## src/rtl/lsr_pkg.sv

```systemverilog
// shared types and constants for the looping stereo linear resampler
package lsr_pkg;

    localparam int STORE_DEPTH  = 65536;
    localparam int FRAC_BITS    = 16;
    localparam int PHASE_W      = 40;
    localparam int WIDE_W       = PHASE_W + 2;
    localparam int IDX_W        = PHASE_W - FRAC_BITS;
    localparam int ADDR_W       = $clog2(STORE_DEPTH);
    localparam int SAMPLE_W     = 16;
    localparam int WADDR_W      = 16;
    localparam int RATE_W       = 24;
    localparam int SPEED_W      = 16;
    localparam int SPEED_SHIFT  = 12;
    localparam int LEN_W        = 17;
    localparam int LSTART_W     = 16;
    localparam int STEP_PROD_W  = RATE_W + SPEED_W;
    localparam int STEP_W       = STEP_PROD_W - SPEED_SHIFT;
    localparam int PROD_W       = SAMPLE_W + FRAC_BITS + 2;
    localparam int QUEUE_DEPTH  = 2;
    localparam int QPTR_W       = $clog2(QUEUE_DEPTH);
    localparam int CFG_ADDR_W   = 5;
    localparam int CFG_DATA_W   = 32;
    localparam int REG_IDX_W    = CFG_ADDR_W - 2;

    localparam logic [1:0] OPC_WRITE   = 2'd0;
    localparam logic [1:0] OPC_TICK    = 2'd1;
    localparam logic [1:0] OPC_RESTART = 2'd2;

    localparam logic [REG_IDX_W-1:0] REG_RATE_STEP   = 3'd0;
    localparam logic [REG_IDX_W-1:0] REG_SPEED       = 3'd1;
    localparam logic [REG_IDX_W-1:0] REG_DATA_LENGTH = 3'd2;
    localparam logic [REG_IDX_W-1:0] REG_LOOP_START  = 3'd3;
    localparam logic [REG_IDX_W-1:0] REG_LOOP_END    = 3'd4;

    localparam logic [RATE_W-1:0]  RATE_STEP_RESET = 24'd65536;
    localparam logic [SPEED_W-1:0] SPEED_RESET     = 16'd4096;

    typedef enum logic [1:0] {
        KIND_WRITE,
        KIND_TICK,
        KIND_RESTART
    } kind_t;

    typedef struct packed {
        kind_t                       kind;
        logic [WADDR_W-1:0]          addr;
        logic signed [SAMPLE_W-1:0]  left;
        logic signed [SAMPLE_W-1:0]  right;
    } item_t;

    typedef struct packed {
        logic [RATE_W-1:0]   rate_step;
        logic [SPEED_W-1:0]  speed;
        logic [LEN_W-1:0]    data_length;
        logic [LSTART_W-1:0] loop_start;
        logic [LEN_W-1:0]    loop_end;
    } cfg_t;

    typedef enum logic [1:0] {
        ST_IDLE,
        ST_READ2,
        ST_MULT,
        ST_FINISH
    } back_state_t;

endpackage

```

## src/rtl/lsr_front.sv

```systemverilog
// input stage: accepts items, classifies the opcode and drops unused codes
module lsr_front (
    input  logic                  aclk,
    input  logic                  aresetn,
    input  logic                  s_tvalid,
    output logic                  s_tready,
    input  logic [47:0]           s_tdata,   // write_address, left_in, right_in
    input  logic [1:0]            s_tuser,   // opcode
    output lsr_pkg::item_t        item,
    output logic                  item_valid,
    input  logic                  item_ready
);
    import lsr_pkg::*;

    logic   stage_valid_reg;
    logic   stage_valid_next;
    item_t  stage_item_reg;
    item_t  classified;
    logic   known;
    logic   accept;
    logic   push;

    always_comb begin
        classified.addr  = s_tdata[15:0];
        classified.left  = s_tdata[31:16];
        classified.right = s_tdata[47:32];
        known            = 1'b1;
        case (s_tuser)
            OPC_WRITE:   classified.kind = KIND_WRITE;
            OPC_TICK:    classified.kind = KIND_TICK;
            OPC_RESTART: classified.kind = KIND_RESTART;
            default: begin
                classified.kind = KIND_WRITE;
                known           = 1'b0;
            end
        endcase
    end

    assign push     = stage_valid_reg && item_ready;
    assign s_tready = !stage_valid_reg || item_ready;
    assign accept   = s_tvalid && s_tready;

    always_comb begin
        stage_valid_next = stage_valid_reg;
        if (accept && known) begin
            stage_valid_next = 1'b1;
        end else if (push) begin
            stage_valid_next = 1'b0;
        end
    end

    always_ff @(posedge aclk) begin
        if (!aresetn) begin
            stage_valid_reg <= 1'b0;
        end else begin
            stage_valid_reg <= stage_valid_next;
        end
    end

    always_ff @(posedge aclk) begin
        if (accept && known) begin
            stage_item_reg <= classified;
        end
    end

    assign item       = stage_item_reg;
    assign item_valid = stage_valid_reg;

endmodule

```

## config.mk

```make
export PLATFORM = sky130hd
export DESIGN_NAME = lsr_front
export DESIGN_NICKNAME = d
export VERILOG_FILES = /design/src/rtl/lsr_pkg.sv /design/src/rtl/lsr_front.sv
export SDC_FILE = /design/constraint.sdc
export NUM_CORES = 1
export LEC_CHECK = 0
export BUFFER_PORTS_ARGS = -buffer_cell sky130_fd_sc_hd__buf_2
export CORE_MARGIN = 4
export CORE_UTILIZATION = 36
export DETAILED_ROUTE_END_ITERATION = 10
export PLACE_DENSITY = 0.81
export SYNTH_ARGS = -nofsm -noshare
export SYNTH_HDL_FRONTEND = slang
export SYNTH_SLANG_ARGS = --single-unit
```

## constraint.sdc

```tcl
create_clock -name aclk -period 3.75 [get_ports aclk]
set_clock_uncertainty 0.2 [all_clocks]
set_input_delay 0.75 -clock aclk [delete_from_list [all_inputs] [get_ports aclk]]
set_output_delay 0.75 -clock aclk [all_outputs]
set_load 0.01 [all_outputs]
```

==> results of run 1 <==
[final cells by class]
class / count / area (um^2) / area share
flip-flops and latches: 51 / 1520 / 0.671
multi-input cells: 6 / 50.0 / 0.0221
clock inverters: 3 / 20.0 / 0.00883
repair buffers: 106 / 546 / 0.240
clock buffers: 5 / 68.8 / 0.0303
well taps: 50 / 62.6 / 0.0276
[flip-flops by register name (all words and copies together) (netlist names)]
signal	count
item	50
item_valid	1
[worst max-delay path: cells and delay by family]
kind	cells	cell delay, ps
simple gates	1	590
buf+inv	2	370
compound gates	1	220
[routing by layer]
layer | track usage | part of all wire
met3 | 0.0862 | 0.18
met1 | 0.113 | 0.30
met5 | 0 | 0
met4 | 0.0543 | 0.0072
met2 | 0.196 | 0.50
[cells by family (layout without fill, tap and decap cells)]
| kind of cell | count (synthesis) | count (layout) | synth area share |
|---|---|---|---|
| simple gates | 4 | 4 | 0.0160 |
| buf+inv | 0 | 114 | 0 |
| compound gates | 2 | 2 | 0.0112 |
| flops | 51 | 51 | 0.973 |
[synthesized netlist by cell type, drive strengths merged]
cell    instances
edfxtp         50
nor2b           3
a21bo           1
a21boi          1
dfxtp           1
nand2b          1
[per-stage QoR]
stage               power [uW]  std cells
finish                    1060        221
global route              1120        221
CTS                       1080        221
detailed placement         784        213
global placement           780        213
floorplan                  719         57
[worst min path at each step]
| stage | endpoint | cells after the start |
|---|---|---|
| final | item_valid | 2 |
| after global routing | item_valid | 2 |
| after CTS | item_valid | 2 |
| after detailed placement | item_valid | 2 |
| after global placement | item_valid | 2 |
| after floorplan | item_valid | 2 |
[where the power goes]
group          leakage [uW]  switching, uW  total (uW)  internal (uW)
Clock             0.0000418            165         295            130
Sequential         0.000485           6.93         672            665
Combinational      0.000449           51.3        96.2           44.8
[placed cells by master (no fill, tap or decap)]
cell type   instances
a21bo_1             1
a21boi_1            1
buf_12              1
buf_2             105
clkbuf_8            5
clkinv_1            1
clkinv_4            1
clkinvlp_4          1
dfxtp_1             1
edfxtp_1           50
nand2b_1            1
nor2b_1             2
nor2b_4             1
==> results.ini, run 1 <==
[run_status]
status=finished, final reports clean

[yosys]
yosysTopAreaCell=edfxtp_1
syn-num-nets=111
synth_area_leaders=edfxtp_1, dfxtp_1, nor2b_1
ys_ff_latch=51
syn_area_mm2=0.00156
ys_seq_area_frac=0.973
synth_top_area_frac=0.960
ys_types=6
syn_avg_cell_area_um2=27.4
yosys_warnings=0
post_synth_inst_count=57

[placement]
placed_area_mm2=0.00218
gp_congestion=0.645
place_ws_ps=1270
io_buffers=105

[critical_path]
regToRegEndpoint=item[40]
crit_required_ps=3550
r2r-start=item_valid
r2r_cells=3
slowest_stage=nor2b_4
crit_chain=buf_2 > a21bo_1 > nor2b_4 > buf_12
slowest_delay_ps=590
cp-start-kind=primary input
cp-end-kind=flip-flop
cp_max_fo=26
r2r_slack_ps=1920
worst_setup_path_endpoint=item[40]
arrival_ps=1950
criticalPathCategory=in -> reg
worstSetupStartpoint=s_tuser[1]

[floorplanning]
die_h_um=73.9
fp-row-count=23
die_w_um=73.9
ios=106
die_area_mm2=0.00546
start_util=0.383
core_area_mm2=0.00409

[cts]
clock-sinks=51
cts-resized-gates=0
root_buffer=clkbuf_8
cts_tree=built
clock_path_buffers=2
cts_made_buffers=5
cts_setup_buffers=0
clk_pin_slew_ps=90
clk_latency_ps=290
cts_max_level=2
hold_buffers=0

[timing]
final.period_utilization=0.574
hold_ws_ps=337
setup_viol=0
setup_ws_ps=1600
tightest_slew_ps=723
post-route-min-period_ps=2150
max_freq_mhz=465
rsz0062_at_grt=false
maxSlewHeadroom=0.517
hold_violations=0
slew_violations=0
fin_tns_setup_ps=0

[global_routing]
overflow=0
grt_pass1_wl_um=4620
grt_start_max_net_pins=27
grt_pass1_vias=1017
track_usage=0.120
antenna_found_initial=0

[min_path]
hp-class=reg -> reg
hp-start=item_valid

[route]
ant_nets=0
firstDrtPassIters=4
vias_per_cell=4.30
dr_total_vias=950
avgRoutedWirePerCell_um=14.4
routed_wl_um=3180
drc=0
drt-initial-drc-count=25

[layout]
drive_gt1_frac=0.667
area_growth_syn_to_layout_pct=45.0
diodes=0
num-nets-final=224
fill_cells=335
post-route-cell-area_mm2=0.00227
final_util=0.555

[pwr]
p_leak_uw=0.000975
vdd_drop_max_uv=284
p_per_area_mw_per_mm2=469

[flow_run]
max_cap_viol_count=0

Power figures use the tool's default switching activity.
==> run 2: changes to the inputs <==
==> constraint.sdc (replaced) <==
create_clock -name aclk -period 1.85 [get_ports aclk]
set_clock_uncertainty 0.2 [all_clocks]
set_input_delay 0.37 -clock aclk [delete_from_list [all_inputs] [get_ports aclk]]
set_output_delay 0.37 -clock aclk [all_outputs]
set_load 0.01 [all_outputs]
==> results.ini, run 2 (synthesis gave the netlist of run 1 again) <==
[layout]
seq_area_mm2=0.00152  ; unchanged
final_cell_mix=buf_2, edfxtp_1, clkbuf_8
num-nets-final=225  ; +0.45%
post-route-cell-area_mm2=0.00232  ; +2.3%
diodes=0  ; unchanged
multi_input_area_um2=63.8  ; +27%
final_common_cell=buf_2
area_growth_syn_to_layout_pct=48.4
drive_gt1_frac=0.680  ; +0.0136
largest_register_ffs=50  ; unchanged
fill_cells=324  ; -3.3%

[route]
dr_total_vias=961  ; +1.2%
routed_wl_um=3280  ; +3.3%
avgRoutedWirePerCell_um=14.8  ; +2.8%
drc=0  ; unchanged
drt-initial-drc-count=29  ; +16%
firstDrtPassIters=4  ; unchanged
vias_per_cell=4.33  ; +0.70%
ant_nets=0  ; unchanged

[cts]
clock-sinks=51  ; unchanged
cts_tree=built
clock_path_buffers=2  ; unchanged
clk_latency_ps=290  ; about the same
cts_max_level=2  ; unchanged
cts_setup_buffers=0  ; unchanged
clk_pin_slew_ps=80  ; about the same
hold_buffers=0  ; unchanged
cts_made_buffers=5  ; unchanged
root_buffer=clkbuf_8
cts-resized-gates=0  ; unchanged

[timing]
final.period_utilization=0.777
max_freq_mhz=696
tightest_slew_ps=162  ; -561 ps
hold_violations=0  ; unchanged
setup_viol=0  ; unchanged
slew_violations=0  ; unchanged
rsz0062_at_grt=false
post-route-min-period_ps=1440
maxSlewHeadroom=0.892  ; +0.375

[placement]
dp_hpwl_um=2620
io_buffers=105  ; unchanged
placed_area_mm2=0.00221  ; +1.5%
gp_congestion=0.706  ; +9.5%

[pwr]
p_per_area_mw_per_mm2=990  ; +110%
vdd_drop_max_uv=570  ; +100%
p_leak_uw=0.00100  ; +2.9%
p_total_uw=2300  ; +120%

[critical_path]
slowest_stage=dfxtp_1
arrival_ps=870  ; -1080 ps
cp_max_fo=3  ; -88%
criticalPathCategory=reg -> out
slowest_delay_ps=370  ; -220 ps
crit_required_ps=1280  ; -2270 ps
crit_chain=nand2b_4 > buf_2
cp-end-kind=primary output
cp-start-kind=flip-flop

[run_status]
status=finished, final reports clean

[flow_run]
max_cap_viol_count=0  ; unchanged

[global_routing]
overflow=0  ; unchanged
track_usage=0.123  ; +0.00361
grt_pass1_vias=1026  ; +0.88%
grt_start_max_net_pins=28  ; +3.7%
grt_pass1_wl_um=4640  ; +0.43%
antenna_found_initial=0  ; unchanged

[min_path]
hp-class=in -> reg

[floorplanning]
start_util=0.383  ; unchanged
ios=106  ; unchanged
die_h_um=73.9  ; unchanged
die_area_mm2=0.00546  ; unchanged
fp-row-count=23  ; unchanged
die_w_um=73.9  ; unchanged
core_area_mm2=0.00409  ; unchanged

[run 2: final timing paths]
path / start / to / slack, ps / cells past startpoint
setup / recovery: item_valid / s_tready / 410 / 2
hold / removal: s_tdata[43] / item[11] / 50 / 1
setup reg to reg: item_valid / item[14] / 530 / 3
hold reg to reg: item_valid / item_valid / 310 / 2
[run 2: stage by stage]
step	hold slack, ps	util	TNS, ps	setup WS (ps)	std cells
2_1_floorplan	269	-	-5480	-110	57
3_3_place_gp	289	0.542	0	263	214
3_5_place_dp	307	0.542	0	226	214
4_1_cts	30.5	0.568	0	393	222
5_1_grt	20.6	0.568	0	335	222
6_report	46.6	0.568	0	413	222
[run 2: area by class of cell]
cell class,instances,area share
clock inverter,3,0.0167
tap,50,0.0270
clock buffer,5,0.0296
multi-input combinational,6,0.0275
timing repair buffer,107,0.244
sequential,51,0.656
[run 2: worst max-delay path, delay by kind of cell (launching register included)]
family	cells	cell delay, ps
buffers and inverters	1	140
DFF	1	370
and+or+nand+nor	1	70
[run 2: power breakdown]
group | switching, uW | total, uW | internal [uW]
registers | 14.6 | 1360 | 1350
clock network | 334 | 729 | 396
logic | 107 | 207 | 99.9
[run 2: layer usage]
metal  vias to the layer above  part of all wire  global-route usage  wire (um)
li1                        453                 -                   -          -
met1                       434              0.33               0.112       1090
met2                        70              0.49               0.200       1600
met3                         4              0.16              0.0903        540
met4                         0             0.015              0.0664         48
met5                         -                 0                   0          0
