**config.mk**
```make
export PLATFORM = sky130hd
export DESIGN_NAME = lsr_queue
export DESIGN_NICKNAME = d
export VERILOG_FILES = /design/src/rtl/lsr_pkg.sv /design/src/rtl/lsr_queue.sv
export SDC_FILE = /design/constraint.sdc
export NUM_CORES = 1
export LEC_CHECK = 0
export ABC_AREA = 1
export BUFFER_PORTS_ARGS = -buffer_cell sky130_fd_sc_hd__buf_2
export CAP_MARGIN = 25
export CORE_MARGIN = 5
export CORE_UTILIZATION = 47
export CTS_BUF_LIST = sky130_fd_sc_hd__clkbuf_16
export DETAILED_ROUTE_END_ITERATION = 10
export GPL_TIMING_DRIVEN = 1
export MAX_ROUTING_LAYER = met4
export PLACE_DENSITY = 0.85
export REMOVE_ABC_BUFFERS = 1
export SYNTH_ARGS = -nofsm -noshare
export SYNTH_HDL_FRONTEND = slang
export SYNTH_SLANG_ARGS = --single-unit
```
**constraint.sdc**
```tcl
create_clock -name aclk -period 3.2 [get_ports aclk]
set_input_delay 0.16 -clock aclk [delete_from_list [all_inputs] [get_ports aclk]]
set_output_delay 0.16 -clock aclk [all_outputs]
set_load 0.01 [all_outputs]
```
**src/rtl/lsr_pkg.sv**
```systemverilog
// shared types and constants for the looping stereo linear resampler
package lsr_pkg;

    localparam int STORE_DEPTH  = 65536;
    localparam int FRAC_BITS    = 16;
    localparam int PHASE_W      = 40;
    localparam int WIDE_W       = PHASE_W + 2;
    localparam int IDX_W        = PHASE_W - FRAC_BITS;
    localparam int ADDR_W       = $clog2(STORE_DEPTH);
    localparam int SAMPLE_W     = 16;
    localparam int WADDR_W      = 16;
    localparam int RATE_W       = 24;
    localparam int SPEED_W      = 16;
    localparam int SPEED_SHIFT  = 12;
    localparam int LEN_W        = 17;
    localparam int LSTART_W     = 16;
    localparam int STEP_PROD_W  = RATE_W + SPEED_W;
    localparam int STEP_W       = STEP_PROD_W - SPEED_SHIFT;
    localparam int PROD_W       = SAMPLE_W + FRAC_BITS + 2;
    localparam int QUEUE_DEPTH  = 2;
    localparam int QPTR_W       = $clog2(QUEUE_DEPTH);
    localparam int CFG_ADDR_W   = 5;
    localparam int CFG_DATA_W   = 32;
    localparam int REG_IDX_W    = CFG_ADDR_W - 2;

    localparam logic [1:0] OPC_WRITE   = 2'd0;
    localparam logic [1:0] OPC_TICK    = 2'd1;
    localparam logic [1:0] OPC_RESTART = 2'd2;

    localparam logic [REG_IDX_W-1:0] REG_RATE_STEP   = 3'd0;
    localparam logic [REG_IDX_W-1:0] REG_SPEED       = 3'd1;
    localparam logic [REG_IDX_W-1:0] REG_DATA_LENGTH = 3'd2;
    localparam logic [REG_IDX_W-1:0] REG_LOOP_START  = 3'd3;
    localparam logic [REG_IDX_W-1:0] REG_LOOP_END    = 3'd4;

    localparam logic [RATE_W-1:0]  RATE_STEP_RESET = 24'd65536;
    localparam logic [SPEED_W-1:0] SPEED_RESET     = 16'd4096;

    typedef enum logic [1:0] {
        KIND_WRITE,
        KIND_TICK,
        KIND_RESTART
    } kind_t;

    typedef struct packed {
        kind_t                       kind;
        logic [WADDR_W-1:0]          addr;
        logic signed [SAMPLE_W-1:0]  left;
        logic signed [SAMPLE_W-1:0]  right;
    } item_t;

    typedef struct packed {
        logic [RATE_W-1:0]   rate_step;
        logic [SPEED_W-1:0]  speed;
        logic [LEN_W-1:0]    data_length;
        logic [LSTART_W-1:0] loop_start;
        logic [LEN_W-1:0]    loop_end;
    } cfg_t;

    typedef enum logic [1:0] {
        ST_IDLE,
        ST_READ2,
        ST_MULT,
        ST_FINISH
    } back_state_t;

endpackage

```
**src/rtl/lsr_queue.sv**
```systemverilog
// short item queue between the front and back parts
module lsr_queue (
    input  logic           aclk,
    input  logic           aresetn,
    input  lsr_pkg::item_t push_item,
    input  logic           push_valid,
    output logic           push_ready,
    output lsr_pkg::item_t pop_item,
    output logic           pop_valid,
    input  logic           pop_ready
);
    import lsr_pkg::*;

    item_t               entries [QUEUE_DEPTH];
    logic [QPTR_W-1:0]   wr_ptr_reg;
    logic [QPTR_W-1:0]   rd_ptr_reg;
    logic [QPTR_W:0]     count_reg;
    logic [QPTR_W:0]     count_next;
    logic                do_push;
    logic                do_pop;

    assign push_ready = count_reg != (QPTR_W + 1)'(QUEUE_DEPTH);
    assign pop_valid  = count_reg != '0;
    assign do_push    = push_valid && push_ready;
    assign do_pop     = pop_valid && pop_ready;
    assign pop_item   = entries[rd_ptr_reg];

    always_comb begin
        count_next = count_reg;
        if (do_push && !do_pop) begin
            count_next = count_reg + 1'b1;
        end else if (do_pop && !do_push) begin
            count_next = count_reg - 1'b1;
        end
    end

    always_ff @(posedge aclk) begin
        if (!aresetn) begin
            wr_ptr_reg <= '0;
            rd_ptr_reg <= '0;
            count_reg  <= '0;
        end else begin
            count_reg <= count_next;
            if (do_push) begin
                wr_ptr_reg <= wr_ptr_reg + 1'b1;
            end
            if (do_pop) begin
                rd_ptr_reg <= rd_ptr_reg + 1'b1;
            end
        end
    end

    always_ff @(posedge aclk) begin
        if (do_push) begin
            entries[wr_ptr_reg] <= push_item;
        end
    end

endmodule

```
==> flow_results.xml, run 1 <==
<?xml version="1.0" encoding="UTF-8"?>
<metrics>
  <group name="sta">
    <metric name="hold_violations" unit="">0</metric>
    <metric name="final-setup-viol-count" unit="">0</metric>
    <metric name="fin_tns_setup" unit="ps">0</metric>
    <metric name="worst_slew_margin_rel" unit="%">39.1</metric>
    <metric name="layout_worst_path_cycle_share" unit="%">61.6</metric>
    <metric name="final.setup.worst_slack" unit="ps">1230</metric>
    <metric name="tightest_slew" unit="ps">913</metric>
    <metric name="rsz0062_at_grt" unit="">false</metric>
    <metric name="max_freq" unit="GHz">0.507</metric>
    <metric name="clock_skew" unit="ps">6.07</metric>
    <metric name="drv_slew" unit="">0</metric>
    <metric name="min_period" unit="ps">1970</metric>
  </group>
  <group name="route">
    <metric name="detail_route.iter0.violations" unit="">43</metric>
    <metric name="number_of_detailed_route_iterations_in_the_first_pass" unit="">3</metric>
    <metric name="post_drt_via_cell_ratio" unit="">4.78</metric>
    <metric name="post_drt_wl_per_cell" unit="µm">16.1</metric>
    <metric name="detail-route-antenna-nets" unit="">0</metric>
    <metric name="routed_wirelength" unit="mm">6.74</metric>
    <metric name="route.detailed.drc" unit="">0</metric>
    <metric name="num_vias" unit="">1996</metric>
  </group>
  <group name="yosys">
    <metric name="netlist_area" unit="µm²">4110</metric>
    <metric name="synth_sequential_area_ratio" unit="%">75.6</metric>
    <metric name="postSynthCellCount" unit="">193</metric>
    <metric name="post_synth.cell_area_avg" unit="µm²">21.3</metric>
    <metric name="synthDistinctLibCells" unit="">14</metric>
    <metric name="ys_ff_latch" unit="">105</metric>
    <metric name="synth.yosys.warnings" unit="">0</metric>
  </group>
  <group name="worst_hold_path">
    <metric name="hold_path_end" unit="">entries[0][13]$_DFFE_PP_</metric>
    <metric name="worstHoldPathType" unit="">input port to flop</metric>
    <metric name="hold_depth" unit="">1</metric>
    <metric name="timing.hold.worst.start" unit="">push_item[13]</metric>
  </group>
  <group name="worst_setup_path">
    <metric name="path_max_fanout" unit="">50</metric>
    <metric name="r2r_start" unit="">count_reg[0]$_SDFFE_PN0P_</metric>
    <metric name="worst_path_largest_cell_delay" unit="ps">950</metric>
    <metric name="arrival" unit="ps">1810</metric>
    <metric name="worstSetupEndpointType" unit="">primary output</metric>
    <metric name="reg2regPathDepth" unit="">5</metric>
    <metric name="cp-start-kind" unit="">flop</metric>
    <metric name="worst-endpoint-required" unit="ps">3040</metric>
    <metric name="cpMaxStageDelayCell" unit="">sky130_fd_sc_hd__dfxtp_4</metric>
    <metric name="crit_type" unit="">flop to primary output</metric>
    <metric name="regToRegEndpoint" unit="">entries[0][8]$_DFFE_PP_</metric>
    <metric name="r2r_setup_slack" unit="ps">1240</metric>
    <metric name="cp_cell_sequence" unit="">mux2_4 &gt; buf_2</metric>
  </group>
  <group name="floorplanning">
    <metric name="die_height" unit="µm">103</metric>
    <metric name="die_width" unit="µm">103</metric>
    <metric name="fp.coreArea" unit="µm²">8640</metric>
    <metric name="boundaryPins" unit="">106</metric>
    <metric name="rows" unit="">34</metric>
    <metric name="start_util" unit="%">47.5</metric>
    <metric name="die_area" unit="µm²">10700</metric>
  </group>
  <group name="power">
    <metric name="pwr_density_cell" unit="nW/µm²">776</metric>
    <metric name="power.static_leakage" unit="nW">2.00</metric>
    <metric name="ir_drop" unit="mV">0.508</metric>
    <metric name="power" unit="mW">3.91</metric>
  </group>
  <group name="cts">
    <metric name="cts-root-buf" unit="">sky130_fd_sc_hd__clkbuf_16</metric>
    <metric name="number_of_resized_instances_in_the_post_cts_repair_step" unit="">0</metric>
    <metric name="holdBufCountCts" unit="">1</metric>
    <metric name="cts_max_level" unit="">3</metric>
    <metric name="cts.path.max_buffers" unit="">2</metric>
    <metric name="cts_sinks" unit="">105</metric>
    <metric name="clkSlewWorstSetupHoldPaths" unit="ps">70</metric>
    <metric name="clk-insertion-delay-late" unit="ps">330</metric>
    <metric name="postCtsSetupRepairBufs" unit="">0</metric>
    <metric name="cts_buffers" unit="">9</metric>
    <metric name="tritoncts" unit="">done</metric>
  </group>
  <group name="layout">
    <metric name="antenna_cells" unit="">0</metric>
    <metric name="largest_register_ffs" unit="">100</metric>
    <metric name="mostFrequentLayoutCells" unit="">sky130_fd_sc_hd__buf_2 (105), sky130_fd_sc_hd__edfxtp_1 (100), sky130_fd_sc_hd__mux2_4 (50), sky130_fd_sc_hd__nand2_1 (9), sky130_fd_sc_hd__clkbuf_16 (9)</metric>
    <metric name="final_nets" unit="">362</metric>
    <metric name="synth_to_layout_area_growth" unit="%">22.8</metric>
    <metric name="fillCellCount" unit="">667</metric>
    <metric name="post_layout_nonfiller_instances" unit="">418</metric>
    <metric name="design_area" unit="µm²">5040</metric>
    <metric name="post_route_cells_drive_above_1_share" unit="%">56.1</metric>
    <metric name="mostFrequentLayoutCell" unit="">sky130_fd_sc_hd__buf_2</metric>
  </group>
  <group name="grt">
    <metric name="grt_start_max_net_pins" unit="">51</metric>
    <metric name="globalRouteTotalUtil" unit="%">13.1</metric>
    <metric name="grt_antenna_before_repair" unit="">0</metric>
    <metric name="grt_overflow" unit="">0</metric>
    <metric name="grt_pass1_vias" unit="">2042</metric>
    <metric name="wire_length_of_the_first_global_routing_pass" unit="mm">10.0</metric>
  </group>
  <group name="outcome">
    <metric name="outcome" unit="">complete, no violations</metric>
  </group>
  <group name="placed_design">
    <metric name="dp_slack" unit="ps">1240</metric>
    <metric name="numPlacedInstances" unit="">402</metric>
    <metric name="io_buffer_count" unit="">105</metric>
    <metric name="placed_area" unit="µm²">4710</metric>
    <metric name="dp_hpwl" unit="mm">4.67</metric>
    <metric name="routabilityCongestion" unit="">0.714</metric>
  </group>
  <group name="flow_run">
    <metric name="max_cap_violations" unit="">0</metric>
  </group>
</metrics>
routing by layer:
metal  track usage (%)  vias up  wire length [µm]
li1                  -      958                 -
met5                 -        -                 0
met1              15.5      974              2640
met4              3.88        0                61
met3              3.76        6               465
met2              22.0       58              3570
cell type report:
cell class	instances	area [µm²]	area share (%)
inverter	8	30.0	0.596
timing repair buffer	109	586	11.6
clock inverter	5	82.6	1.64
clock buffer	9	225	4.47
sequential	105	3110	61.6
multi-input combinational	74	876	17.4
tap	108	135	2.68
Yosys cell counts:
cell type	count	area, µm²
sky130_fd_sc_hd__a21oi_1	1	5.00
sky130_fd_sc_hd__buf_12	5	100
sky130_fd_sc_hd__buf_6	1	11.3
sky130_fd_sc_hd__dfxtp_1	5	100
sky130_fd_sc_hd__edfxtp_1	100	3000
sky130_fd_sc_hd__ha_1	1	12.5
sky130_fd_sc_hd__inv_1	8	30.0
sky130_fd_sc_hd__mux2_4	50	751
sky130_fd_sc_hd__nand2_1	9	33.8
sky130_fd_sc_hd__nand3_1	1	5.00
sky130_fd_sc_hd__nand4_1	1	6.26
sky130_fd_sc_hd__nor2_1	8	30.0
sky130_fd_sc_hd__o21a_1	1	7.51
sky130_fd_sc_hd__o21ai_0	2	10.0
where the power goes:
part           internal (mW)  total, mW  switching [mW]
logic                  0.503      0.915           0.412
clock network          0.676       1.11           0.435
registers               1.74       1.89           0.146
logic make-up (layout without fill, tap and decap cells):
logic type               count (synthesis)  after routing  share of synthesized area [%]
AO/OA/AOI/OAI                            4              4                          0.549
adder cells (fa/ha/maj)                  1              1                          0.305
buffers and inverters                   14            131                           3.44
flip-flops                             105            105                           75.6
multiplexers                            50             50                           18.3
AND/OR/NAND/NOR                         19             19                           1.83
through the flow:
step / utilization, % / hold WS [ps]
after floorplan: - / 259
after global placement: 54.6 / 350
after detailed placement: 54.6 / 352
after CTS: 58.3 / 2.55
after global routing: 58.4 / 2.05
final: 58.4 / 16.8
worst max-delay path: cells and delay by family, from the launching register on:
family | cells | cell delay [ps]
flip-flops | 1 | 950
multiplexers | 1 | 360
buffers and inverters | 1 | 140
worst max path at each step:
| stage | endpoint | startpoint | cells past startpoint | slack, ps |
|---|---|---|---|---|
| detailed placement | entries[0][20]$_DFFE_PP_ | count_reg[0]$_SDFFE_PN0P_ | 5 | 1240 |
| CTS | pop_item[42] | flop | 2 | 1180 |
| finish | pop_item[26] | flop | 2 | 1230 |
| global placement | entries[1][30]$_DFFE_PP_ | count_reg[0]$_SDFFE_PN0P_ | 5 | 1320 |
| floorplan | entries[0][0]$_DFFE_PP_ | count_reg[0]$_SDFFE_PN0P_ | 4 | 7 |
| global route | entries[0][10]$_DFFE_PP_ | count_reg[0]$_SDFFE_PN0P_ | 5 | 1050 |
(Power assumes the default switching activity.)
==> run 2, diff against run 1 <==
--- a/config.mk
+++ b/config.mk
@@ -5,16 +5,16 @@
 export SDC_FILE = /design/constraint.sdc
 export NUM_CORES = 1
 export LEC_CHECK = 0
-export ABC_AREA = 1
+export ABC_AREA = 0
 export BUFFER_PORTS_ARGS = -buffer_cell sky130_fd_sc_hd__buf_2
 export CAP_MARGIN = 25
 export CORE_MARGIN = 5
-export CORE_UTILIZATION = 47
+export CORE_UTILIZATION = 46
 export CTS_BUF_LIST = sky130_fd_sc_hd__clkbuf_16
 export DETAILED_ROUTE_END_ITERATION = 10
 export GPL_TIMING_DRIVEN = 1
 export MAX_ROUTING_LAYER = met4
-export PLACE_DENSITY = 0.85
+export PLACE_DENSITY = 0.84
 export REMOVE_ABC_BUFFERS = 1
 export SYNTH_ARGS = -nofsm -noshare
 export SYNTH_HDL_FRONTEND = slang
==> constraint.sdc (replaced) <==
create_clock -name aclk -period 1.62 [get_ports aclk]
set_input_delay 0.081 -clock aclk [delete_from_list [all_inputs] [get_ports aclk]]
set_output_delay 0.081 -clock aclk [all_outputs]
set_load 0.01 [all_outputs]
==> flow_results.xml, run 2 <==
<?xml version="1.0" encoding="UTF-8"?>
<metrics>
  <group name="layout">
    <metric name="antenna_cells" unit="">0</metric>
    <metric name="multiInputGateArea" unit="µm²">703</metric>
    <metric name="finalCoreUtilization" unit="%">66.0</metric>
    <metric name="fillCellCount" unit="">576</metric>
    <metric name="post_layout_nonfiller_instances" unit="">456</metric>
    <metric name="final_nets" unit="">402</metric>
    <metric name="mostFrequentLayoutCell" unit="">sky130_fd_sc_hd__buf_2</metric>
    <metric name="ff_latch_area" unit="µm²">3110</metric>
    <metric name="largest_register_ffs" unit="">100</metric>
    <metric name="synth_to_layout_area_growth" unit="%">40.5</metric>
    <metric name="post_route_cells_drive_above_1_share" unit="%">51.0</metric>
    <metric name="mostFrequentLayoutCells" unit="">sky130_fd_sc_hd__buf_2 (105), sky130_fd_sc_hd__edfxtp_1 (100), sky130_fd_sc_hd__dlygate4sd3_1 (51), sky130_fd_sc_hd__mux2_2 (46), sky130_fd_sc_hd__clkbuf_16 (9)</metric>
    <metric name="design_area" unit="µm²">5390</metric>
  </group>
  <group name="yosys">
    <metric name="synth_top_family_by_area" unit="">multiplexers</metric>
    <metric name="synth_compound_gate_area_share" unit="%">0.913</metric>
    <metric name="number_of_enable_flip_flop_cells_after_synthesis" unit="">100</metric>
    <metric name="ys_ff_latch" unit="">105</metric>
    <metric name="postSynthCellCount" unit="">180</metric>
    <metric name="yosysTopAreaCellShare" unit="%">78.3</metric>
    <metric name="synth.largest_area_cell" unit="">sky130_fd_sc_hd__edfxtp_1</metric>
    <metric name="ys_top_cells_by_area" unit="">sky130_fd_sc_hd__edfxtp_1 (78%), sky130_fd_sc_hd__mux2_2 (13%), sky130_fd_sc_hd__dfxtp_1 (2.6%), sky130_fd_sc_hd__mux2_1 (1.2%), sky130_fd_sc_hd__and2_1 (0.65%)</metric>
    <metric name="synth.yosys.warnings" unit="">0</metric>
    <metric name="synth_sequential_area_ratio" unit="%">80.9</metric>
    <metric name="ys_top_cells_by_count" unit="">sky130_fd_sc_hd__edfxtp_1 (100), sky130_fd_sc_hd__mux2_2 (46), sky130_fd_sc_hd__buf_2 (5), sky130_fd_sc_hd__dfxtp_1 (5)</metric>
    <metric name="post_synth.cell_area_avg" unit="µm²">21.3</metric>
    <metric name="yosys.area_share.xor_xnor" unit="%">0.685</metric>
    <metric name="netlist_area" unit="µm²">3840</metric>
    <metric name="async_set_or_reset_flop_fraction_in_the_synthesized_netlist" unit="%">0</metric>
    <metric name="synthDistinctLibCells" unit="">21</metric>
    <metric name="synth_fa_ha_area_share" unit="%">0.326</metric>
    <metric name="synth_simple_gate_area_share" unit="%">1.70</metric>
    <metric name="synthMostInstantiatedCell" unit="">sky130_fd_sc_hd__edfxtp_1</metric>
    <metric name="synth.mux.area_fraction" unit="%">14.7</metric>
    <metric name="ys_dominant_reg_cell" unit="">sky130_fd_sc_hd__edfxtp_1</metric>
  </group>
  <group name="placed_design">
    <metric name="placed_area" unit="µm²">4560</metric>
    <metric name="io_buffer_count" unit="">105</metric>
    <metric name="dp_hpwl" unit="mm">4.39</metric>
    <metric name="routabilityCongestion" unit="">0.751</metric>
    <metric name="numPlacedInstances" unit="">390</metric>
  </group>
  <group name="floorplanning">
    <metric name="start_util" unit="%">46.9</metric>
    <metric name="boundaryPins" unit="">106</metric>
    <metric name="rows" unit="">33</metric>
    <metric name="fp.coreArea" unit="µm²">8180</metric>
    <metric name="die_height" unit="µm">101</metric>
    <metric name="die_area" unit="µm²">10300</metric>
    <metric name="die_width" unit="µm">101</metric>
  </group>
  <group name="sta">
    <metric name="rsz0062_at_grt" unit="">false</metric>
    <metric name="max_freq" unit="GHz">0.652</metric>
    <metric name="layout_worst_path_cycle_share" unit="%">94.7</metric>
    <metric name="tightest_slew" unit="ps">285</metric>
    <metric name="worst_slew_margin_rel" unit="%">81.0</metric>
    <metric name="min_period" unit="ps">1530</metric>
    <metric name="clock_skew" unit="ps">6.70</metric>
    <metric name="hold_violations" unit="">0</metric>
    <metric name="final-setup-viol-count" unit="">0</metric>
    <metric name="drv_slew" unit="">0</metric>
  </group>
  <group name="grt">
    <metric name="globalRouteTotalUtil" unit="%">14.5</metric>
    <metric name="grt_overflow" unit="">0</metric>
    <metric name="grt_antenna_before_repair" unit="">0</metric>
    <metric name="wire_length_of_the_first_global_routing_pass" unit="mm">10.8</metric>
    <metric name="grt_start_max_net_pins" unit="">51</metric>
    <metric name="grt_pass1_vias" unit="">2349</metric>
  </group>
  <group name="route">
    <metric name="post_drt_via_cell_ratio" unit="">4.69</metric>
    <metric name="detail_route.iter0.violations" unit="">58</metric>
    <metric name="number_of_detailed_route_iterations_in_the_first_pass" unit="">4</metric>
    <metric name="num_vias" unit="">2139</metric>
    <metric name="post_drt_wl_per_cell" unit="µm">15.2</metric>
    <metric name="routed_wirelength" unit="mm">6.91</metric>
    <metric name="route.detailed.drc" unit="">0</metric>
    <metric name="detail-route-antenna-nets" unit="">0</metric>
  </group>
  <group name="cts">
    <metric name="cts_sinks" unit="">105</metric>
    <metric name="clk-insertion-delay-late" unit="ps">330</metric>
    <metric name="tritoncts" unit="">done</metric>
    <metric name="cts_max_level" unit="">3</metric>
    <metric name="clkSlewWorstSetupHoldPaths" unit="ps">60</metric>
    <metric name="cts_buffers" unit="">9</metric>
    <metric name="cts-root-buf" unit="">sky130_fd_sc_hd__clkbuf_16</metric>
    <metric name="cts.path.max_buffers" unit="">2</metric>
    <metric name="postCtsSetupRepairBufs" unit="">0</metric>
  </group>
  <group name="power">
    <metric name="p_seq_share" unit="%">45.1</metric>
    <metric name="power.share.combinational" unit="%">25.7</metric>
    <metric name="pwr_density_cell" unit="nW/µm²">1430</metric>
    <metric name="power_switching" unit="mW">1.98</metric>
    <metric name="p_int" unit="mW">5.76</metric>
    <metric name="power.static_leakage" unit="nW">2.04</metric>
    <metric name="sw_frac_of_total" unit="%">25.5</metric>
    <metric name="power.share.clock" unit="%">29.2</metric>
    <metric name="ir_drop" unit="mV">1.05</metric>
  </group>
  <group name="worst_setup_path">
    <metric name="worst-endpoint-required" unit="ps">1880</metric>
    <metric name="path_max_fanout" unit="">4</metric>
    <metric name="worstSetupEndpointType" unit="">flop</metric>
    <metric name="r2r_setup_slack" unit="ps">90</metric>
    <metric name="cp-start-kind" unit="">flop</metric>
    <metric name="arrival" unit="ps">1790</metric>
    <metric name="crit_type" unit="">flop to flop</metric>
  </group>
  <group name="worst_hold_path">
    <metric name="worstHoldPathType" unit="">input port to flop</metric>
  </group>
  <group name="outcome">
    <metric name="outcome" unit="">complete, no violations</metric>
  </group>
  <group name="flow_run">
    <metric name="max_cap_violations" unit="">0</metric>
  </group>
</metrics>
-- run 2: path summary, 6_finish.rpt --
path | from | to | cells past startpoint
max | count_reg[0]$_SDFFE_PN0P_ | count_reg[1]$_SDFFE_PN0P_ | 5
max reg2reg | count_reg[0]$_SDFFE_PN0P_ | count_reg[1]$_SDFFE_PN0P_ | 5
min reg2reg | count_reg[1]$_SDFFE_PN0P_ | count_reg[1]$_SDFFE_PN0P_ | 2
min | push_valid | wr_ptr_reg$_SDFFE_PN0P_ | 3
-- run 2: metrics by stage --
stage               setup slack [ps]  hold WS, ps  power, mW  setup TNS, ps
finish                          86.3         90.9       7.73              0
global route                    25.9          102       8.09              0
CTS                             53.7         77.4       7.83              0
detailed placement              63.5          272       5.47              0
global placement                 134          269       5.42              0
floorplan                       -606          180       4.68         -65170
-- run 2: timing repair --
action,4_1_cts,5_1_grt
hold buffers,51,0
endpoints found under the setup margin,0,1
hold endpoints to repair,102,0
gates resized for setup,0,1
-- run 2: cells by family after synthesis --
| group | count (synthesis) |
|---|---|
| compound gates | 5 |
| xor+xnor | 3 |
| fa+ha+maj | 1 |
| buf+inv | 7 |
| flops | 105 |
| mux | 50 |
| simple gates | 9 |
-- run 2: area by class of cell --
cell class,count,share of cell area [%]
Timing Repair Buffer,162,21.0
Sequential cell,105,57.6
Clock buffer,9,4.18
Tap cell,105,2.44
Inverter,1,0.0696
Multi-Input combinational cell,68,13.0
Clock inverter,6,1.72
-- run 2: power groups by stage --
stage | Clock [mW] | Sequential [mW] | Combinational, mW
final | 2.26 | 3.49 | 1.99
after global placement | 0 | 3.53 | 1.89
after CTS | 2.31 | 3.49 | 2.03
after global routing | 2.41 | 3.52 | 2.16
after floorplan | 0 | 3.65 | 1.03
after detailed placement | 0 | 3.55 | 1.92
-- run 2: layer usage --
layer,vias up,part of all wire [%],GRT usage (%)
met5,-,0,-
met4,0,1.0,4.29
met3,9,5.5,4.13
met2,64,54,25.6
met1,1028,39,16.0
li1,1038,-,-
-- run 2: critical path, cell delays in order (launching register included) --
cell and delay [ps]:
sky130_fd_sc_hd__dfxtp_1 310, sky130_fd_sc_hd__buf_4 150, sky130_fd_sc_hd__o21ai_1 200, sky130_fd_sc_hd__ha_1 310, sky130_fd_sc_hd__or3_1 360, sky130_fd_sc_hd__a21boi_1 140
==> run 3, diff against run 2 <==
--- a/config.mk
+++ b/config.mk
@@ -8,13 +8,15 @@
 export ABC_AREA = 0
 export BUFFER_PORTS_ARGS = -buffer_cell sky130_fd_sc_hd__buf_2
 export CAP_MARGIN = 25
+export CELL_PAD_IN_SITES_DETAIL_PLACEMENT = 1
+export CELL_PAD_IN_SITES_GLOBAL_PLACEMENT = 2
 export CORE_MARGIN = 5
-export CORE_UTILIZATION = 46
+export CORE_UTILIZATION = 34
 export CTS_BUF_LIST = sky130_fd_sc_hd__clkbuf_16
 export DETAILED_ROUTE_END_ITERATION = 10
 export GPL_TIMING_DRIVEN = 1
 export MAX_ROUTING_LAYER = met4
-export PLACE_DENSITY = 0.84
+export PLACE_DENSITY = 0.85
 export REMOVE_ABC_BUFFERS = 1
 export SYNTH_ARGS = -nofsm -noshare
 export SYNTH_HDL_FRONTEND = slang
==> flow_results.xml, run 3 (same netlist as run 2, synthesis figures left out) <==
<?xml version="1.0" encoding="UTF-8"?>
<metrics>
  <group name="outcome">
    <metric name="outcome" unit="">complete, no violations</metric>
  </group>
  <group name="layout">
    <metric name="final_nets" unit="">403</metric>
    <metric name="antenna_cells" unit="">0</metric>
    <metric name="multiInputGateArea" unit="µm²">719</metric>
    <metric name="fillCellCount" unit="">1076</metric>
    <metric name="post_layout_nonfiller_instances" unit="">493</metric>
    <metric name="largest_register_ffs" unit="">100</metric>
    <metric name="synth_to_layout_area_growth" unit="%">41.0</metric>
    <metric name="ff_latch_area" unit="µm²">3110</metric>
    <metric name="mostFrequentLayoutCell" unit="">sky130_fd_sc_hd__buf_2</metric>
    <metric name="post_route_cells_drive_above_1_share" unit="%">51.0</metric>
    <metric name="mostFrequentLayoutCells" unit="">sky130_fd_sc_hd__buf_2 (105), sky130_fd_sc_hd__edfxtp_1 (100), sky130_fd_sc_hd__dlygate4sd3_1 (51), sky130_fd_sc_hd__mux2_2 (46), sky130_fd_sc_hd__clkbuf_16 (9)</metric>
    <metric name="design_area" unit="µm²">5410</metric>
  </group>
  <group name="route">
    <metric name="num_vias" unit="">2184</metric>
    <metric name="post_drt_wl_per_cell" unit="µm">16.2</metric>
    <metric name="routed_wirelength" unit="mm">8.00</metric>
    <metric name="number_of_detailed_route_iterations_in_the_first_pass" unit="">3</metric>
    <metric name="detail-route-antenna-nets" unit="">0</metric>
    <metric name="route.detailed.drc" unit="">0</metric>
    <metric name="post_drt_via_cell_ratio" unit="">4.43</metric>
    <metric name="detail_route.iter0.violations" unit="">63</metric>
  </group>
  <group name="cts">
    <metric name="tritoncts" unit="">done</metric>
    <metric name="clkSlewWorstSetupHoldPaths" unit="ps">70</metric>
    <metric name="cts_sinks" unit="">105</metric>
    <metric name="cts.path.max_buffers" unit="">2</metric>
    <metric name="cts_max_level" unit="">3</metric>
    <metric name="clk-insertion-delay-late" unit="ps">330</metric>
    <metric name="cts-root-buf" unit="">sky130_fd_sc_hd__clkbuf_16</metric>
    <metric name="cts_buffers" unit="">9</metric>
  </group>
  <group name="sta">
    <metric name="layout_worst_path_cycle_share" unit="%">95.3</metric>
    <metric name="final-setup-viol-count" unit="">0</metric>
    <metric name="hold_violations" unit="">0</metric>
    <metric name="rsz0062_at_grt" unit="">false</metric>
    <metric name="tightest_slew" unit="ps">231</metric>
    <metric name="min_period" unit="ps">1540</metric>
    <metric name="drv_slew" unit="">0</metric>
    <metric name="max_freq" unit="GHz">0.648</metric>
    <metric name="final.setup.worst_slack" unit="ps">76.3</metric>
    <metric name="worst_slew_margin_rel" unit="%">84.6</metric>
    <metric name="clock_skew" unit="ps">7.22</metric>
  </group>
  <group name="power">
    <metric name="ir_drop" unit="mV">0.691</metric>
    <metric name="power" unit="mW">7.48</metric>
    <metric name="pwr_density_cell" unit="nW/µm²">1380</metric>
    <metric name="power.static_leakage" unit="nW">2.03</metric>
  </group>
  <group name="floorplanning">
    <metric name="die_width" unit="µm">116</metric>
    <metric name="fp.coreArea" unit="µm²">10900</metric>
    <metric name="start_util" unit="%">35.1</metric>
    <metric name="boundaryPins" unit="">106</metric>
    <metric name="die_area" unit="µm²">13500</metric>
    <metric name="rows" unit="">38</metric>
    <metric name="die_height" unit="µm">116</metric>
  </group>
  <group name="worst_setup_path">
    <metric name="cpMaxStageDelayCell" unit="">sky130_fd_sc_hd__dfxtp_1</metric>
    <metric name="crit_type" unit="">flop to flop</metric>
    <metric name="path_max_fanout" unit="">5</metric>
    <metric name="worst_path_largest_cell_delay" unit="ps">320</metric>
    <metric name="worst-endpoint-required" unit="ps">1870</metric>
    <metric name="cp-start-kind" unit="">flop</metric>
    <metric name="arrival" unit="ps">1800</metric>
    <metric name="worstSetupEndpointType" unit="">flop</metric>
    <metric name="worst-path-buf-inv" unit="">0</metric>
    <metric name="cp_cell_sequence" unit="">nand2b_4 &gt; and2_1 &gt; ha_4 &gt; xor2_1 &gt; or3_1 &gt; a21boi_1</metric>
    <metric name="critical_path_s_top_delay_family" unit="">simple AND/OR/NAND/NOR gates</metric>
  </group>
  <group name="placed_design">
    <metric name="numPlacedInstances" unit="">426</metric>
    <metric name="routabilityCongestion" unit="">0.688</metric>
    <metric name="io_buffer_count" unit="">105</metric>
    <metric name="dp_slack" unit="ps">54.9</metric>
    <metric name="dp_hpwl" unit="mm">5.09</metric>
    <metric name="placed_area" unit="µm²">4610</metric>
  </group>
  <group name="grt">
    <metric name="grt_antenna_before_repair" unit="">0</metric>
    <metric name="wire_length_of_the_first_global_routing_pass" unit="mm">11.7</metric>
    <metric name="grt_overflow" unit="">0</metric>
    <metric name="globalRouteTotalUtil" unit="%">12.1</metric>
    <metric name="grt_start_max_net_pins" unit="">35</metric>
    <metric name="grt_pass1_vias" unit="">2405</metric>
  </group>
  <group name="worst_hold_path">
    <metric name="worstHoldPathType" unit="">input port to flop</metric>
  </group>
  <group name="flow_run">
    <metric name="max_cap_violations" unit="">0</metric>
  </group>
</metrics>
## run 3: final timing paths
kind | start | slack, ps | cells past startpoint | to
max | count_reg[0]$_SDFFE_PN0P_ | 80 | 6 | count_reg[1]$_SDFFE_PN0P_
min | push_valid | 100 | 3 | wr_ptr_reg$_SDFFE_PN0P_
max reg2reg | count_reg[0]$_SDFFE_PN0P_ | 80 | 6 | count_reg[1]$_SDFFE_PN0P_
min reg2reg | count_reg[1]$_SDFFE_PN0P_ | 570 | 2 | count_reg[1]$_SDFFE_PN0P_
## run 3: worst register-to-register path: stages (launching register included)
cell	delay (ps)
sky130_fd_sc_hd__dfxtp_1	320
sky130_fd_sc_hd__nand2b_4	160
sky130_fd_sc_hd__and2_1	190
sky130_fd_sc_hd__ha_4	170
sky130_fd_sc_hd__xor2_1	150
sky130_fd_sc_hd__or3_1	310
sky130_fd_sc_hd__a21boi_1	160
## run 3: per-layer routing
metal  vias up  global-route usage (%)  wire [µm]
met5         -                       -          0
met4         0                    5.03        142
met3        12                    2.49        371
met2        67                    22.2       4420
met1      1060                    12.4       3060
li1       1045                       -          -
## run 3: stage by stage
stage	utilization (%)	setup TNS, ps	hold slack [ps]
2_1_floorplan	-	-65170	180
3_3_place_gp	42.2	0	269
3_5_place_dp	42.2	0	273
4_1_cts	49.3	0	88.6
5_1_grt	49.5	0	105
6_report	49.5	0	105
## run 3: area by class of cell
type	instances	area share [%]
timing repair buffer	163	21.1
inverter	1	0.0694
tap	140	3.24
multi-input combinational	68	13.3
clock buffer	9	4.16
clock inverter	7	0.694
sequential	105	57.4
## run 3: what timing repair did
item / in CTS / in global routing
resized for setup: 1 / 3
hold endpoints to repair: 102 / 0
hold buffers: 51 / 0
setup endpoints to repair: 1 / 1
setup buffers: 0 / 0
gates cloned: 0 / 0
## run 3: where the power goes
group	internal [mW]	leakage, nW	total, mW	switching [mW]
logic	1.05	0.922	2.07	1.03
clock network	1.02	0.128	1.91	0.886
registers	3.39	0.976	3.50	0.103
total	5.46	2.03	7.48	2.02
